--- config.mk ---
export PLATFORM = sky130hd
export DESIGN_NAME = packet_arrival_timing_monitor
export DESIGN_NICKNAME = d
export VERILOG_FILES = /design/src/rtl/patm_pkg.sv /design/src/rtl/patm_csr.sv /design/src/rtl/patm_core.sv /design/src/rtl/packet_arrival_timing_monitor.sv
export SDC_FILE = /design/constraint.sdc
export NUM_CORES = 2
export LEC_CHECK = 0
export BUFFER_PORTS_ARGS = -buffer_cell sky130_fd_sc_hd__buf_2
export CORE_MARGIN = 4
export CORE_UTILIZATION = 60
export CTS_CLUSTER_SIZE = 30
export DETAILED_ROUTE_END_ITERATION = 7
export HOLD_SLACK_MARGIN = 0.06
export PLACE_DENSITY = 0.89
export SYNTH_ARGS = -nofsm -noshare
export SYNTH_HDL_FRONTEND = slang
export SYNTH_HIERARCHICAL = 1
export SYNTH_SLANG_ARGS = --single-unit
--- constraint.sdc ---
create_clock -name clock -period 26.1 [get_ports clock]
set_clock_uncertainty 0.1 [all_clocks]
set_input_delay 3.915 -clock clock [delete_from_list [all_inputs] [get_ports clock]]
set_output_delay 3.915 -clock clock [all_outputs]
set_load 0.02 [all_outputs]
--- src/rtl/patm_pkg.sv ---
package patm_pkg;

   localparam int GAP_W           = 48;
   localparam int TIME_W          = 64;
   localparam int MEAN_FRAC_BITS  = 16;
   localparam int MEAN_W          = GAP_W + MEAN_FRAC_BITS;
   localparam int WINDOW_SHIFT    = 3;
   localparam int CERT_W          = 17;
   localparam int CSR_IDX_W       = 2;
   localparam int REQ_DATA_W      = 2 * TIME_W;
   localparam int RSP_DATA_W      = 24;

   localparam logic [CERT_W-1:0] CERT_ONE = CERT_W'(1) << (CERT_W - 1);
   localparam logic [GAP_W-1:0]  GAP_MAX  = '1;

   localparam logic [GAP_W-1:0] MIN_GAP_RST   = GAP_W'(1000);
   localparam logic [GAP_W-1:0] LATE_ALW_RST  = GAP_W'(1000000);
   localparam logic [GAP_W-1:0] BAL_BAND_RST  = GAP_W'(1000000);

   localparam logic [CSR_IDX_W-1:0] CSR_MIN_GAP  = 2'd0;
   localparam logic [CSR_IDX_W-1:0] CSR_LATE_ALW = 2'd1;
   localparam logic [CSR_IDX_W-1:0] CSR_BAL_BAND = 2'd2;

   typedef struct packed {
      logic [GAP_W-1:0] minimum_gap;
      logic [GAP_W-1:0] lateness_allowance;
      logic [GAP_W-1:0] balance_band;
   } cfg_type;

   typedef struct packed {
      logic              short_gap;
      logic              late;
      logic              unbalanced;
      logic [CERT_W-1:0] certainty_level;
   } result_type;

endpackage

--- src/rtl/patm_csr.sv ---
module patm_csr
   import patm_pkg::*;
(
   input  logic                 clock,
   input  logic                 reset,
   input  logic                 csr_we,
   input  logic [CSR_IDX_W-1:0] csr_index,
   input  logic [GAP_W-1:0]     csr_wdata,
   output cfg_type              cfg
);

   cfg_type cfg_ff;
   cfg_type cfg_in;

   always_comb begin
      cfg_in = cfg_ff;
      // a zero write leaves the register unchanged
      if (csr_we && (csr_wdata != '0)) begin
         unique case (csr_index)
            CSR_MIN_GAP:  cfg_in.minimum_gap        = csr_wdata;
            CSR_LATE_ALW: cfg_in.lateness_allowance = csr_wdata;
            CSR_BAL_BAND: cfg_in.balance_band       = csr_wdata;
            default:      cfg_in = cfg_ff;
         endcase
      end
   end

   always_ff @(posedge clock) begin
      if (reset) begin
         cfg_ff.minimum_gap        <= MIN_GAP_RST;
         cfg_ff.lateness_allowance <= LATE_ALW_RST;
         cfg_ff.balance_band       <= BAL_BAND_RST;
      end else begin
         cfg_ff <= cfg_in;
      end
   end

   assign cfg = cfg_ff;

endmodule

--- src/rtl/patm_core.sv ---
module patm_core
   import patm_pkg::*;
(
   input  logic              clock,
   input  logic              reset,
   input  logic              advance,
   input  logic [TIME_W-1:0] arrival_time,
   input  logic [TIME_W-1:0] deadline_time,
   input  cfg_type           cfg,
   output result_type        result
);

   logic               seen_any_ff, seen_any_in;
   logic [TIME_W-1:0]  prev_arrival_ff, prev_arrival_in;
   logic [MEAN_W-1:0]  mean_gap_ff, mean_gap_in;
   logic [1:0]         arrivals_ff, arrivals_in;
   logic [CERT_W-1:0]  cert_ff, cert_in;

   logic [TIME_W-1:0]  late_diff;
   logic [TIME_W-1:0]  gap_raw;
   logic [GAP_W-1:0]   gap;
   logic [MEAN_W-1:0]  gap_fx;
   logic [MEAN_W-1:0]  band_fx;
   logic [MEAN_W-1:0]  dev;
   logic [MEAN_W-1:0]  dev_step;
   logic               gap_ge_mean;
   logic               short_gap;
   logic               late;
   logic               unbalanced;
   logic [CERT_W-1:0]  cert_next;

   always_comb begin
      late_diff = arrival_time - deadline_time;
      late = (deadline_time != '0) && (arrival_time > deadline_time) &&
             (late_diff > TIME_W'(cfg.lateness_allowance));

      gap_raw = (arrival_time >= prev_arrival_ff) ? (arrival_time - prev_arrival_ff) : '0;
      gap     = (gap_raw > TIME_W'(GAP_MAX)) ? GAP_MAX : gap_raw[GAP_W-1:0];
      gap_fx  = MEAN_W'(gap) << MEAN_FRAC_BITS;
      band_fx = MEAN_W'(cfg.balance_band) << MEAN_FRAC_BITS;

      gap_ge_mean = (gap_fx >= mean_gap_ff);
      dev         = gap_ge_mean ? (gap_fx - mean_gap_ff) : (mean_gap_ff - gap_fx);
      dev_step    = dev >> WINDOW_SHIFT;

      short_gap  = seen_any_ff && (gap < cfg.minimum_gap);
      unbalanced = seen_any_ff && (arrivals_ff == 2'd2) && (dev > band_fx);

      mean_gap_in = mean_gap_ff;
      if (seen_any_ff) begin
         if (arrivals_ff == 2'd1) begin
            mean_gap_in = gap_fx;
         end else if (gap_ge_mean) begin
            mean_gap_in = mean_gap_ff + dev_step;
         end else begin
            mean_gap_in = mean_gap_ff - dev_step;
         end
      end

      if (!(short_gap || late || unbalanced)) begin
         cert_next = cert_ff + ((CERT_ONE - cert_ff) >> WINDOW_SHIFT);
      end else begin
         cert_next = cert_ff - (cert_ff >> WINDOW_SHIFT);
      end
      cert_in = (cert_next > CERT_ONE) ? CERT_ONE : cert_next;

      seen_any_in     = 1'b1;
      prev_arrival_in = arrival_time;
      arrivals_in     = (arrivals_ff == 2'd2) ? arrivals_ff : arrivals_ff + 2'd1;

      result.short_gap       = short_gap;
      result.late            = late;
      result.unbalanced      = unbalanced;
      result.certainty_level = cert_in;
   end

   always_ff @(posedge clock) begin
      if (reset) begin
         seen_any_ff     <= 1'b0;
         prev_arrival_ff <= '0;
         mean_gap_ff     <= '0;
         arrivals_ff     <= 2'd0;
         cert_ff         <= CERT_ONE;
      end else if (advance) begin
         seen_any_ff     <= seen_any_in;
         prev_arrival_ff <= prev_arrival_in;
         mean_gap_ff     <= mean_gap_in;
         arrivals_ff     <= arrivals_in;
         cert_ff         <= cert_in;
      end
   end

endmodule

--- src/rtl/packet_arrival_timing_monitor.sv ---
// Packet arrival timing monitor.
// req_ channel: one beat per packet, carrying its arrival time and an optional
// deadline (zero means no deadline). rsp_ channel: one beat per packet with
// the short-gap, late and unbalanced flags and the certainty level (Q1.16).
// csr_ port: write-only; minimum gap, lateness allowance and balance band.
// A zero write or an unknown index leaves the registers as they are.
// A beat accepted on req_ passes through the input register, then the result
// register, before it shows on rsp_. Throughput: one beat per cycle while
// rsp_tready stays high; the whole update (64-bit subtracts, compares, mean
// and certainty step) sits between the input register and the result register.
// Reset clears the history (no previous arrival, mean zero, certainty 1.0)
// and restores the register defaults.
// When rsp_tready is low the result register holds, the input register
// still fills, and req_tready drops only once both are occupied.
module packet_arrival_timing_monitor
   import patm_pkg::*;
(
   input  logic                  clock,
   input  logic                  reset,
   input  logic                  req_tvalid,
   output logic                  req_tready,
   input  logic [REQ_DATA_W-1:0] req_tdata,   // arrival_time, deadline_time
   output logic                  rsp_tvalid,
   input  logic                  rsp_tready,
   output logic [RSP_DATA_W-1:0] rsp_tdata,   // short_gap, late, unbalanced,
                                              // certainty_level, zero pad
   input  logic                  csr_we,
   input  logic [CSR_IDX_W-1:0]  csr_index,
   input  logic [GAP_W-1:0]      csr_wdata
);

   cfg_type    cfg;
   result_type result;

   logic                  in_valid_ff;
   logic [REQ_DATA_W-1:0] in_data_ff;
   logic                  out_valid_ff;
   logic [RSP_DATA_W-1:0] out_data_ff;
   logic                  advance;

   assign advance    = in_valid_ff && (!out_valid_ff || rsp_tready);
   assign req_tready = !in_valid_ff || advance;

   patm_csr u_csr (
      .clock     (clock),
      .reset     (reset),
      .csr_we    (csr_we),
      .csr_index (csr_index),
      .csr_wdata (csr_wdata),
      .cfg       (cfg)
   );

   patm_core u_core (
      .clock         (clock),
      .reset         (reset),
      .advance       (advance),
      .arrival_time  (in_data_ff[TIME_W-1:0]),
      .deadline_time (in_data_ff[REQ_DATA_W-1:TIME_W]),
      .cfg           (cfg),
      .result        (result)
   );

   always_ff @(posedge clock) begin
      if (reset) begin
         in_valid_ff <= 1'b0;
      end else if (req_tready) begin
         in_valid_ff <= req_tvalid;
      end
   end

   always_ff @(posedge clock) begin
      if (req_tready && req_tvalid) begin
         in_data_ff <= req_tdata;
      end
   end

   always_ff @(posedge clock) begin
      if (reset) begin
         out_valid_ff <= 1'b0;
      end else if (advance) begin
         out_valid_ff <= 1'b1;
      end else if (rsp_tready) begin
         out_valid_ff <= 1'b0;
      end
   end

   always_ff @(posedge clock) begin
      if (advance) begin
         out_data_ff <= RSP_DATA_W'({result.certainty_level, result.unbalanced,
                                     result.late, result.short_gap});
      end
   end

   assign rsp_tvalid = out_valid_ff;
   assign rsp_tdata  = out_data_ff;

endmodule

==> metrics.md <==
| Metric | Value |
|---|---|
| Initial core utilization | `0.606` |
| HP Class | `flop to flop` |
| Cell with the largest stage delay on the worst path | `buf_4` |
| Final Wtd Congestion | `1.09` |
| Area growth syn-to-layout | `7.42%` |
| Number of synthesized flops with an enable pin | `148` |
| # IOs | `209` |
| Drt via density | `6.73` |
| Final count of hold timing violations | `0` |
| Max Cap Viol | `0` |
| Fin cells | `6,453` |
| Worst-path clk slew | `60 ps` |
| H-tree depth | `2` |
| Initial antenna violation count | `4` |
| Logic pwr share | `0.504` |
| Synthesized flop and latch total | `442` |
| Synth cell types | `107` |
| Seq pwr share | `0.261` |
| Vias in the first global route | `40,800` |
| Worst Path Arrival | `18,210 ps` |
| DRC marker count from the first detailed-route iteration | `5,388` |
| Setup TNS | `0 ps` |
| Hold Crit Start | `u_csr/cfg[90]$_SDFFE_PP0P_` |
| Root buf cell | `clkbuf_16` |
| WHS Path Cells | `2` |
| Crit path capture type | `flop` |
| Fin. max-slew vios | `0` |
| Part of the power in the clock network | `0.235` |
| Final period util | `0.682` |
| Post-route cell area | `45,700 um2` |
| PortBufs | `204` |
| WL per Instance | `24.0 um` |
| Sw Share | `0.432` |
| Total Wirelength | `155 mm` |
| Die width | `274 um` |
| CTS hold repair buffers | `0` |
| Clock Latency Late Sink | `650 ps` |
| RR Startpoint | `in_data_ff[15]$_DFFE_PP_` |
| Maximum vdd drop | `74.0 uV` |
| Setup violations, final | `0` |
| Xor/xnor share of the synthesized area | `0.0521` |
| CTS tree | `built` |
| Post-synth ARST share | `0` |
| Rows | `97` |
| Clk sinks | `442` |
| Tightest Pin Transition | `1180 ps` |
| R2R cell count | `63` |
| Inserted Clock Buffers | `50` |
| Max Buffers Root-to-Sink | `3` |
| Main flop type after synthesis | `dfxtp_1` |
| Sequential area share after synthesis | `0.243` |
| Post-CTS Resized | `0` |
| YS warnings | `6` |
| Pre-antenna DRT Iters | `8` |
| RSZ-0062 raised after global routing | `false` |
| Placed inst area | `44,000 um2` |
| Fraction of layout cells with a size suffix above 1 | `0.0766` |
| Synth Area in Simple Gates | `0.204` |
| Tot Pwr | `3.10 mW` |
| Startpoint Class | `flop` |
| Fin util | `0.651` |
| Global-route wire length before repair | `233 mm` |
| Int Power | `1.76 mW` |
| Net switching power | `1.34 mW` |
| Die ar. | `75,200 um2` |
| Fmax | `56.1 MHz` |
| GRT Overall Usage | `0.393` |
| Fraction of the mapped netlist area in adder cells | `0.134` |
| Min cycle time layout | `17,810 ps` |
| Placed insts | `6,358` |
| PwrDens | `68.0 nW/um2` |
| Avg Inst Size Synth | `7.84 um2` |
| Post-DP HPWL | `122 mm` |
| Via Count | `43,400` |
| Status | `finished, violations left` |
| Antenna Violating Nets Remaining | `0` |
| Core ar. | `70,100 um2` |
| Total grt overflow | `0` |
| Critical Path RT | `26,500 ps` |
| Synthesized area | `42,500 um2` |
| Multiplexer share of the synthesized area | `0.0543` |
| Main combinational cell family by area after synthesis | `compound AO/OA/AOI/OAI gates` |
| Critical path startpoint | `in_data_ff[15]$_DFFE_PP_` |
| Max incr delay on CP | `760 ps` |
| Max FO, Critical Path | `76` |
| Die height | `274 um` |
| Crit path kind | `flop to flop` |
| Slew HR | `0.212` |
| NumNets Final | `6,106` |
| DRC errors left | `12` |
| Leak | `19.8 nW` |
| Largest net degree at the start of global routing | `100` |
| Postcts setup bufs | `0` |
| Failing checks | `DRC` |
| Syn Inst Count | `5,424` |
| Compound-Gate Fraction of Synth Area | `0.243` |
## per-layer routing
| layer | part of all wire | track usage | up-vias |
|---|---|---|---|
| li1 | - | - | 19700 |
| met2 | 0.43 | 0.609 | 2890 |
| met1 | 0.37 | 0.487 | 20200 |
| met4 | 0.076 | 0.239 | 8 |
| met3 | 0.12 | 0.106 | 653 |
| met5 | 0.00036 | 0 | - |
## layout make-up
type,count,area (um2)
Inverter,482,1810
Sequential cell,442,10300
Antenna cell,2,5.00
Clock buffer,68,1410
Multi-Input combinational cell,4241,29300
Timing Repair Buffer,253,1400
Clock inverter,25,264
Fill cell,5903,24500
Tap cell,940,1180
## registers in the layout (all words and copies together) (netlist names)
register / cells
u_core/cert_ff: 17
u_core/prev_arrival_ff: 64
u_core/mean_gap_ff: 64
rsp_tvalid: 1
rsp_tdata: 20
u_core/seen_any_ff: 1
in_valid_ff: 1
in_data_ff: 128
u_csr/cfg: 144
u_core/arrivals_ff: 2
## power by group through the flow
stage / Clock (mW) / Combinational, mW / Sequential [mW]
CTS: 0.733 / 1.50 / 0.810
finish: 0.729 / 1.56 / 0.811
detailed placement: 0 / 1.48 / 0.823
global placement: 0 / 1.45 / 0.821
global route: 0.761 / 1.69 / 0.815
floorplan: 0 / 1.09 / 0.827
## worst paths after layout
path,endpoint,slack [ps]
hold / removal,u_csr/cfg[90]$_SDFFE_PP0P_,370
setup reg to reg,rsp_tdata[9]$_DFFE_PP_,8290
setup / recovery,rsp_tdata[9]$_DFFE_PP_,8290
hold reg to reg,u_csr/cfg[90]$_SDFFE_PP0P_,370
## placed cells by master (no fill, tap or decap), types with 15 or more instances in the layout
cell type,instances
nand4_1,134
or2_2,17
o21a_1,52
buf_2,203
xnor2_1,142
o21bai_1,53
o31ai_1,26
a221oi_1,18
a211oi_1,73
and3_1,45
or3_1,42
a22oi_1,15
o21ai_0,307
and4_1,16
inv_1,481
a211o_1,17
o21ai_1,15
clkbuf_16,51
a21o_1,219
nor2_1,435
mux2i_1,224
nand3_1,106
a21oi_1,472
nand2b_1,221
buf_4,49
o211ai_1,49
nor3_1,105
a31oi_1,82
nand2_1,349
and2_1,34
nor4_1,60
ha_1,448
xor2_1,111
edfxtp_1,148
dfxtp_1,294
o2111ai_1,15
nor2b_1,65
## Yosys cell counts, types with 31 or more instances
master / count / share of area
inv_1: 481 / 0.042
a21oi_1: 472 / 0.056
ha_1: 449 / 0.13
nor2_1: 440 / 0.039
nand2_1: 351 / 0.031
o21ai_0: 307 / 0.036
dfxtp_1: 294 / 0.14
mux2i_1: 224 / 0.053
nand2b_1: 221 / 0.033
a21o_1: 219 / 0.039
clkbuf_1: 181 / 0.016
edfxtp_1: 148 / 0.10
xnor2_1: 142 / 0.029
nand4_1: 134 / 0.020
xor2_1: 111 / 0.023
nand3_1: 106 / 0.012
nor3_1: 105 / 0.012
a31oi_1: 82 / 0.012
a211oi_1: 73 / 0.013
nor2b_1: 65 / 0.0096
nor4_1: 60 / 0.0088
o21bai_1: 53 / 0.0094
o21a_1: 52 / 0.0092
o211ai_1: 49 / 0.0087
and3_1: 45 / 0.0066
or3_1: 42 / 0.0062
and2_1: 35 / 0.0052
buf_2: 31 / 0.0036
## critical path: cells and delay by family, from the launching register on
family	cells	cell delay [ps]
XOR/XNOR	3	810
AND/OR/NAND/NOR	21	5640
AO/OA/AOI/OAI	28	6810
buffers and inverters	6	2040
flip-flops	1	440
adder cells (fa/ha/maj)	5	1770
## per-stage QoR
step           hold WS, ps  setup WS [ps]
2_1_floorplan          349          10670
4_1_cts                375           8860
5_1_grt                400           7290
3_3_place_gp           358           9500
6_report               375           8290
3_5_place_dp           361           8990
## cells by family (layout without fill, tap and decap cells)
group,Yosys count,after routing
XOR/XNOR,253,253
other,1,6
flip-flops,442,442
multiplexers,230,230
adder cells (fa/ha/maj),453,453
AO/OA/AOI/OAI,1595,1595
AND/OR/NAND/NOR,1706,1706
buffers and inverters,744,828
(Power assumes the default switching activity.)
